===== config.mk =====
export PLATFORM = sky130hd
export DESIGN_NAME = jbt_rbuf
export DESIGN_NICKNAME = d
export VERILOG_FILES = /design/src/jbt_pkg.sv /design/src/jbt_rbuf.sv
export SDC_FILE = /design/constraint.sdc
export NUM_CORES = 1
export LEC_CHECK = 0
export BUFFER_PORTS_ARGS = -buffer_cell sky130_fd_sc_hd__buf_2
export CAP_MARGIN = 30
export CORE_MARGIN = 2
export CORE_UTILIZATION = 40
export DETAILED_ROUTE_END_ITERATION = 7
export PLACE_DENSITY = 0.68
export REMOVE_ABC_BUFFERS = 1
export SLEW_MARGIN = 20
export SYNTH_ARGS = -nofsm -noshare
export SYNTH_HDL_FRONTEND = slang
export SYNTH_SLANG_ARGS = --single-unit

===== constraint.sdc =====
create_clock -name clock -period 4.03 [get_ports clock]
set_input_delay 0.403 -clock clock [delete_from_list [all_inputs] [get_ports clock]]
set_output_delay 0.403 -clock clock [all_outputs]
set_load 0.02 [all_outputs]

===== src/jbt_pkg.sv =====
// jbt_pkg: shared types, codes and character constants for the json byte tokenizer
// depends on nothing; used by jbt_rsp_if, the lexer, the result buffer and the top level
`timescale 1ns / 1ps

package jbt_pkg;

   localparam int OUT_BITS  = 24;
   localparam int RES_SLOTS = 3;

   typedef enum logic [3:0] {
      TK_LBRACE   = 4'd0,
      TK_RBRACE   = 4'd1,
      TK_LBRACKET = 4'd2,
      TK_RBRACKET = 4'd3,
      TK_COMMA    = 4'd4,
      TK_COLON    = 4'd5,
      TK_STRING   = 4'd6,
      TK_NUMBER   = 4'd7,
      TK_TRUE     = 4'd8,
      TK_FALSE    = 4'd9,
      TK_NULL     = 4'd10,
      TK_EOF      = 4'd11,
      TK_ERROR    = 4'd12
   } tk_type;

   typedef enum logic [2:0] {
      ERR_NONE     = 3'd0,
      ERR_UTF8     = 3'd1,
      ERR_UNTERM   = 3'd2,
      ERR_BAD_BOOL = 3'd3,
      ERR_BAD_NULL = 3'd4,
      ERR_UNEXP    = 3'd5
   } err_type;

   typedef struct packed {
      tk_type                kind;
      err_type               err;
      logic [OUT_BITS-1:0]   offset;
      logic [OUT_BITS-1:0]   length;
      logic [OUT_BITS-1:0]   line;
   } jbt_result_type;

   localparam logic [OUT_BITS-1:0] LEN_ONE = OUT_BITS'(1);

   localparam logic [7:0] CH_TAB       = 8'h09;
   localparam logic [7:0] CH_LF        = 8'h0A;
   localparam logic [7:0] CH_CR        = 8'h0D;
   localparam logic [7:0] CH_SPACE     = 8'h20;
   localparam logic [7:0] CH_QUOTE     = 8'h22;
   localparam logic [7:0] CH_COMMA     = 8'h2C;
   localparam logic [7:0] CH_MINUS     = 8'h2D;
   localparam logic [7:0] CH_DOT       = 8'h2E;
   localparam logic [7:0] CH_COLON     = 8'h3A;
   localparam logic [7:0] CH_LBRACKET  = 8'h5B;
   localparam logic [7:0] CH_BACKSLASH = 8'h5C;
   localparam logic [7:0] CH_RBRACKET  = 8'h5D;
   localparam logic [7:0] CH_LBRACE    = 8'h7B;
   localparam logic [7:0] CH_RBRACE    = 8'h7D;
   localparam logic [7:0] CH_T         = 8'h74;
   localparam logic [7:0] CH_F         = 8'h66;
   localparam logic [7:0] CH_N         = 8'h6E;

   localparam logic [1:0] KW_TRUE  = 2'd0;
   localparam logic [1:0] KW_FALSE = 2'd1;
   localparam logic [1:0] KW_NULL  = 2'd2;

   // expected keyword character at a given position
   function automatic logic [7:0] kw_char(input logic [1:0] sel, input logic [2:0] pos);
      logic [7:0] ch;
      ch = 8'h00;
      case ({sel, pos})
         {KW_TRUE, 3'd0}:  ch = "t";
         {KW_TRUE, 3'd1}:  ch = "r";
         {KW_TRUE, 3'd2}:  ch = "u";
         {KW_TRUE, 3'd3}:  ch = "e";
         {KW_FALSE, 3'd0}: ch = "f";
         {KW_FALSE, 3'd1}: ch = "a";
         {KW_FALSE, 3'd2}: ch = "l";
         {KW_FALSE, 3'd3}: ch = "s";
         {KW_FALSE, 3'd4}: ch = "e";
         {KW_NULL, 3'd0}:  ch = "n";
         {KW_NULL, 3'd1}:  ch = "u";
         {KW_NULL, 3'd2}:  ch = "l";
         {KW_NULL, 3'd3}:  ch = "l";
         default:          ch = 8'h00;
      endcase
      return ch;
   endfunction

   function automatic logic [2:0] kw_len(input logic [1:0] sel);
      logic [2:0] len;
      len = 3'd4;
      case (sel)
         KW_FALSE: len = 3'd5;
         default:  len = 3'd4;
      endcase
      return len;
   endfunction

   function automatic tk_type kw_kind(input logic [1:0] sel);
      tk_type k;
      k = TK_NULL;
      case (sel)
         KW_TRUE:  k = TK_TRUE;
         KW_FALSE: k = TK_FALSE;
         default:  k = TK_NULL;
      endcase
      return k;
   endfunction

endpackage


===== src/jbt_rbuf.sv =====
// jbt_rbuf: three-slot result register for one step's tokens; drains one a cycle when out_ready
// depends on jbt_pkg for the result record
`timescale 1ns / 1ps

module jbt_rbuf
   import jbt_pkg::*;
(
   input  logic                           clock,
   input  logic                           reset,
   input  logic                           load,
   input  logic [1:0]                     load_count,
   input  jbt_result_type [RES_SLOTS-1:0] load_res,
   input  logic                           out_ready,
   output logic                           out_valid,
   output jbt_result_type                 out_res,
   output logic                           out_last,
   output logic                           can_load
);

   jbt_result_type [RES_SLOTS-1:0] slot_ff;
   logic [1:0]                     count_ff;
   logic                           pop;

   assign pop      = (count_ff != 2'd0) && out_ready;
   // free when empty or once the last waiting token leaves in this cycle
   assign can_load = (count_ff == 2'd0) || (count_ff == 2'd1 && out_ready);

   always_ff @(posedge clock) begin
      if (reset) begin
         count_ff <= 2'd0;
      end else if (load) begin
         count_ff <= load_count;
      end else if (pop) begin
         count_ff <= count_ff - 2'd1;
      end
   end

   always_ff @(posedge clock) begin
      if (load) begin
         slot_ff <= load_res;
      end else if (pop) begin
         slot_ff[0] <= slot_ff[1];
         slot_ff[1] <= slot_ff[2];
      end
   end

   assign out_valid = (count_ff != 2'd0);
   assign out_res   = slot_ff[0];
   assign out_last  = (count_ff == 2'd1);

endmodule


==> flow_summary.ini, run 1 <==
[outcome]
status = complete, no violations

[hold_path]
hp-class = in -> reg
hold_start = reset
whs_endpoint = count_ff[1]
min_path_cells = 2

[global_routing]
grt.busiest_layer = met2
track_usage_pct = 13.7
grt_pass1_wl_mm = 27.9
grt_pass1_vias = 5276
grt_max_degree = 115
grt.overflow.total = 0
met3_usage_pct = 5.08
antenna_found_initial = 5
met1_usage_pct = 16.4
grt_use_met2_pct = 22.7

[synth]
yosysSeqAreaShare_pct = 70.7
ys_seq_elements = 239
yosysWarningCount = 0
syn_inst = 511
yosysUniqueCellTypes = 18
avgSynthCellArea_um2 = 19.8
synth_area_um2 = 10100

[sta]
fin_ws_ns = 1.67
rsz0062_at_grt = false
period_minus_slack_ns = 2.36
timing.setup.tns_ns = 0
maxSlewHeadroom_pct = 41.2
hold_viol_final = 0
fmax_ghz = 0.423
fin_worst_skew_ns = 0.00859
worst_pin_slew_ns = 0.882
setup_viol = 0
fin_crit_sh_pct = 58.6
slew_violations = 0

[finish]
final_common_cell = buf_2
layout-drive-gt1-share_pct = 66.4
mostFrequentLayoutCells = 323 x buf_2, 237 x edfxtp_1, 88 x mux2_4
nets = 1018
layout.cells.non_filler = 1123
area_growth_syn_to_layout_pct = 22.4

[drt]
avgViaCountPerCell = 4.55
first_pass_iters = 4
drtIter0Drc = 421
wl_mm = 19.4
ant_nets = 0
routedWlPerCell_um = 17.3
vias = 5105
route.detailed.drc = 0

[floorplanning]
initial_core_util_pct = 40.4
rows = 58
die_area_um2 = 26600
core_area_um2 = 25000
die_h_um = 163
io_pins = 325
fp.dieW_um = 163

[clock_network]
cts_resized = 0
hold_buffers = 0
htreeDepth = 1
cts.sink_count = 239
cts_tree = yes
clk_latency_ns = 0.51
numCtsBuffers = 27
clkSlewWorstSetupHoldPaths_ns = 0.06
cts_buffer_depth = 3
post-cts-setup-buffer-count = 0
clockRootBuffer = clkbuf_16

[placement]
placedCellCount = 1074
gp_congestion = 0.728
preCtsSetupSlack_ns = 1.62
io_buffers = 324
dpl.hpwl_mm = 13.5

[critical_path]
rrSetupSlack_ns = 1.67
crit_type = reg -> reg
worstPathMaxFanout = 58
endpoint_kind = flip-flop
cp.required_ns = 4.23
r2r_start = count_ff[0]
rr_endpoint = out_res[39]
worstPathArrival_ns = 2.56
r2r_cells = 5
critPathLaunchType = flip-flop

[power_and_ir_drop]
power_density_nw_per_um2 = 497
leakage_nw = 5.16
ir_worst_vdd_mv = 0.311

[run]
cap_violations = 0
flip-flops by register name, indices dropped and copies added (netlist names):
name,cells
slot_ff,158
count_ff,2
out_res,79
worst max-delay path, stage by stage (launching register included):
cell and delay, ns:
dfxtp_1 0.37, inv_1 0.06, ha_1 0.22, and2b_1 0.26, or2_4 0.72, buf_4 0.41
layout make-up:
class	instances	area, µm²
flip-flops and latches	239	7160
clock inverters	19	193
multi-input cells	171	2200
diodes	1	2.50
well taps	330	413
repair buffers	330	1730
clock buffers	29	683
fillers	2090	12600
inverters	4	15.0
worst max path at each step:
stage           startpoint     endpoint  slack (ns)  depth (start not counted)
6_report       count_ff[0]  out_res[39]        1.67                          5
5_1_grt        count_ff[0]  out_res[39]        1.50                          5
4_1_cts        count_ff[0]  out_res[39]        1.59                          5
3_5_place_dp   count_ff[0]  out_res[39]        1.62                          5
3_3_place_gp   count_ff[0]  out_res[15]        1.69                          5
2_1_floorplan  count_ff[0]   out_res[0]        0.81                          4
logic make-up after synthesis:
group / Yosys count / share of synthesized area [%]
AO/OA/AOI/OAI: 3 / 0.198
flip-flops: 239 / 70.7
XOR/XNOR: 1 / 0.0865
buffers and inverters: 101 / 7.58
multiplexers: 158 / 20.8
adder cells (fa/ha/maj): 2 / 0.247
AND/OR/NAND/NOR: 7 / 0.358
cell usage after synthesis:
cell / number / area [µm²]
a211oi_1: 1 / 7.51
a21oi_1: 1 / 5.00
and2b_1: 1 / 7.51
buf_2: 7 / 35.0
buf_4: 79 / 593
buf_6: 11 / 124
dfxtp_1: 2 / 40.0
edfxtp_1: 237 / 7120
ha_1: 2 / 25.0
inv_1: 4 / 15.0
mux2_2: 70 / 788
mux2_4: 88 / 1320
nand2_1: 3 / 11.3
nand3b_1: 1 / 7.51
nor2_1: 1 / 3.75
o211ai_1: 1 / 7.51
or2_2: 1 / 6.26
xnor2_1: 1 / 8.76
through the flow:
step	hold WS [ns]	util [%]	area, µm²	total power [mW]
4_1_cts	0.0225	49.5	12400	6.26
6_report	0.0570	49.5	12400	6.16
3_5_place_dp	0.533	46.0	11500	3.81
2_1_floorplan	0.472	-	9370	3.49
5_1_grt	0.0309	49.5	12400	6.40
3_3_place_gp	0.527	46.0	11500	3.79
where the power goes:
part	total, mW	leakage [nW]	switching (mW)	internal [mW]
clock network	2.41	0.422	0.937	1.47
logic	0.669	2.38	0.333	0.336
registers	3.08	2.36	0.0604	3.02
per-layer routing:
metal / routed length [µm] / vias to the layer above / share of wire [%]
li1: - / 2393 / -
met1: 7550 / 2398 / 39
met2: 9000 / 258 / 46
met3: 2180 / 48 / 11
met4: 599 / 8 / 3.1
met5: 54 / - / 0.28
(Power assumes the default switching activity.)
==> run 2, diff against run 1 <==
--- a/config.mk
+++ b/config.mk
@@ -10,7 +10,7 @@
 export CORE_MARGIN = 2
 export CORE_UTILIZATION = 40
 export DETAILED_ROUTE_END_ITERATION = 7
-export PLACE_DENSITY = 0.68
+export PLACE_DENSITY = 0.71
 export REMOVE_ABC_BUFFERS = 1
 export SLEW_MARGIN = 20
 export SYNTH_ARGS = -nofsm -noshare
==> constraint.sdc (replaced) <==
create_clock -name clock -period 2 [get_ports clock]
set_input_delay 0.2 -clock clock [delete_from_list [all_inputs] [get_ports clock]]
set_output_delay 0.2 -clock clock [all_outputs]
set_load 0.02 [all_outputs]
==> run 2 against run 1 <==
Against the previous run: the run now fails in 4_1_cts; synthesized cell count stayed put; synthesized area stayed put.
==> flow_summary.ini, run 2 <==
[floorplanning]
die_h_um = 163
initial_core_util_pct = 40.4
io_pins = 325
fp.dieW_um = 163
rows = 58

[clock_network]
cts_buffer_depth = 3
numCtsBuffers = 26
hold_buffers = 228
post-cts-setup-buffer-count = 0
cts.sink_count = 239
clockRootBuffer = clkbuf_16
cts_resized = 0
htreeDepth = 1

[synth]
synth.largest_area_cell = edfxtp_1
syn_inst = 511
synth_area_um2 = 10100
synthTopCellsByArea = edfxtp_1 70%, mux2_4 13%, mux2_2 7.8%, buf_4 5.9%, buf_6 1.2%
synth-edff-count = 237
yosysUniqueCellTypes = 18
synth.most_common_cell = edfxtp_1
yosysWarningCount = 0
synth_top_area_share_pct = 70.3
ys_seq_elements = 239
async_flop_share_pct = 0
yosys-top-cells-count = 237 x edfxtp_1, 88 x mux2_4, 79 x buf_4
yosysSeqAreaShare_pct = 70.7
synth-main-ff-cell = edfxtp_1
avgSynthCellArea_um2 = 19.8

[outcome]
error = [ERROR RSZ-0060] Max buffer count reached.
stop_stage = 4_1_cts
status = did not finish

[placement]
gp_congestion = 0.797
dpl.hpwl_mm = 14.7
io_buffers = 324
place_area_um2 = 11700
## run 2: stage by stage
step | TNS, ns | setup WS [ns] | hold slack [ns] | instances
after floorplan | -193.10 | -1.22 | 0.269 | 414
after global placement | 0 | 0.171 | 0.375 | 1092
after detailed placement | 0 | 0.129 | 0.378 | 1092
## run 2: cells by family after synthesis
kind of cell | Yosys count | synth area share (%)
compound gates | 3 | 0.198
xor+xnor | 1 | 0.0865
fa+ha+maj | 2 | 0.247
buf+inv | 101 | 7.58
flops | 239 | 70.7
mux | 158 | 20.8
simple gates | 7 | 0.358
==> run 3, diff against run 2 <==
--- a/config.mk
+++ b/config.mk
@@ -8,9 +8,9 @@
 export BUFFER_PORTS_ARGS = -buffer_cell sky130_fd_sc_hd__buf_2
 export CAP_MARGIN = 30
 export CORE_MARGIN = 2
-export CORE_UTILIZATION = 40
+export CORE_UTILIZATION = 25
 export DETAILED_ROUTE_END_ITERATION = 7
-export PLACE_DENSITY = 0.71
+export PLACE_DENSITY_LB_ADDON = 0.15
 export REMOVE_ABC_BUFFERS = 1
 export SLEW_MARGIN = 20
 export SYNTH_ARGS = -nofsm -noshare
==> constraint.sdc (replaced) <==
create_clock -name clock -period 2.6 [get_ports clock]
set_input_delay 0.26 -clock clock [delete_from_list [all_inputs] [get_ports clock]]
set_output_delay 0.26 -clock clock [all_outputs]
set_load 0.02 [all_outputs]
==> run 3 against run 2 <==
Against the previous run: the run now ends clean.
==> flow_summary.ini, run 3 (synthesis results as in run 1) <==
[sta]
fin_ws_ns = 0.637
fin_worst_skew_ns = 0.0134
fin_crit_sh_pct = 75.5
period_minus_slack_ns = 1.96
timing.setup.tns_ns = 0
setup_viol = 0
slew_violations = 0
maxSlewHeadroom_pct = 59.7
fmax_ghz = 0.509
rsz0062_at_grt = false
hold_viol_final = 0
worst_pin_slew_ns = 0.605

[critical_path]
crit_path_cell_trace = inv_1 -> ha_1 -> and2b_1 -> or2_4 -> buf_4
rr_endpoint = slot_ff[118]
worstPathArrival_ns = 2.20
critPathLaunchType = flip-flop
r2r_cells = 5
endpoint = slot_ff[118]
worstPathMaxFanout = 25
crit_slowest_cell = or2_4
r2r_start = count_ff[0]
cp-startpoint = count_ff[0]
max_stage_delay_ns = 0.48
crit_type = reg -> reg
cp.required_ns = 2.84
endpoint_kind = flip-flop
rrSetupSlack_ns = 0.64

[global_routing]
grt.overflow.total = 0
antenna_found_initial = 1
track_usage_pct = 10.6
grt_max_degree = 83
grt_pass1_wl_mm = 34.6
grt_pass1_vias = 6207

[finish]
largest_register_ffs = 158
layout.cells.non_filler = 1525
mostFrequentLayoutCells = 323 x buf_2, 237 x edfxtp_1, 192 x dlygate4sd3_1
diodes = 0
layout-drive-gt1-share_pct = 53.6
regMostFlops = slot_ff
post-route-util_pct = 37.0
area_growth_syn_to_layout_pct = 45.4
nets = 1225
final_common_cell = buf_2
fill_cells = 3859

[placement]
io_buffers = 324
placedCellCount = 1283
dpl.hpwl_mm = 15.8
gp_congestion = 0.694
preCtsSetupSlack_ns = 0.563

[clock_network]
cts.sink_count = 239
cts_resized = 0
clk_latency_ns = 0.54
cts_buffer_depth = 3
post-cts-setup-buffer-count = 0
htreeDepth = 1
cts_tree = yes
numCtsBuffers = 28
clockRootBuffer = clkbuf_16
clkSlewWorstSetupHoldPaths_ns = 0.06

[drt]
ant_nets = 0
routedWlPerCell_um = 15.2
avgViaCountPerCell = 3.81
route.detailed.drc = 0
first_pass_iters = 4
wl_mm = 23.2
vias = 5808
drtIter0Drc = 194

[floorplanning]
die_area_um2 = 42100
initial_core_util_pct = 25.4
core_area_um2 = 39800
rows = 73
fp.dieW_um = 205
io_pins = 325
die_h_um = 205

[hold_path]
hp-class = in -> reg

[power_and_ir_drop]
power_density_nw_per_um2 = 669
leakage_nw = 6.05
ir_worst_vdd_mv = 0.345
power_mw = 9.85

[run]
cap_violations = 0

[outcome]
status = complete, no violations
==> run 3: critical path: cells and delay by family (launching register included) <==
family	cells	cell delay (ns)
adders and majority gates	1	0.21
DFF	1	0.37
and+or+nand+nor	2	0.73
buffers and inverters	2	0.33
==> run 3: through the flow <==
stage               hold slack (ns)  area (µm²)
floorplan                     0.329        9370
global placement              0.436       11900
CTS                        0.000461       14700
detailed placement            0.438       11900
global route                0.00649       14700
finish                       0.0338       14700
==> run 3: repair_timing <==
item | in CTS | in global routing
endpoints found under the hold margin | 191 | 0
hold buffers | 192 | 0
setup endpoints to repair | 0 | 0
==> run 3: worst min-delay path by stage <==
stage             startpoint           end  cells after the start
2_1_floorplan          reset   count_ff[1]                      1
3_3_place_gp   load_res[233]  slot_ff[233]                      1
3_5_place_dp   load_res[225]  slot_ff[225]                      1
4_1_cts         load_res[44]   out_res[44]                      2
5_1_grt        load_res[148]  slot_ff[148]                      2
6_report        load_res[83]   slot_ff[83]                      2
==> run 3: final cells by class <==
cell class                 instances  area [µm²]  share of cell area (%)
clock inverter                     9        88.8                   0.604
multi-input combinational        171        2200                    15.0
inverter                           4        15.0                   0.102
clock buffer                      41         771                    5.24
timing repair buffer             536        3830                    26.0
sequential                       239        7160                    48.6
tap                              525         657                    4.46
==> run 3: routing by layer <==
| layer | up-vias | GRT usage [%] | wire, µm |
|---|---|---|---|
| met3 | 46 | 3.99 | 2000 |
| met4 | 2 | 3.24 | 672 |
| li1 | 2808 | - | - |
| met1 | 2747 | 13.3 | 9890 |
| met5 | - | 0 | 13 |
| met2 | 205 | 17.0 | 10600 |
==> run 3: power by group <==
group          switching [mW]  total, mW  internal [mW]
logic                   0.584       1.33          0.743
registers              0.0872       4.77           4.68
clock network            1.52       3.75           2.23
total                    2.19       9.85           7.65
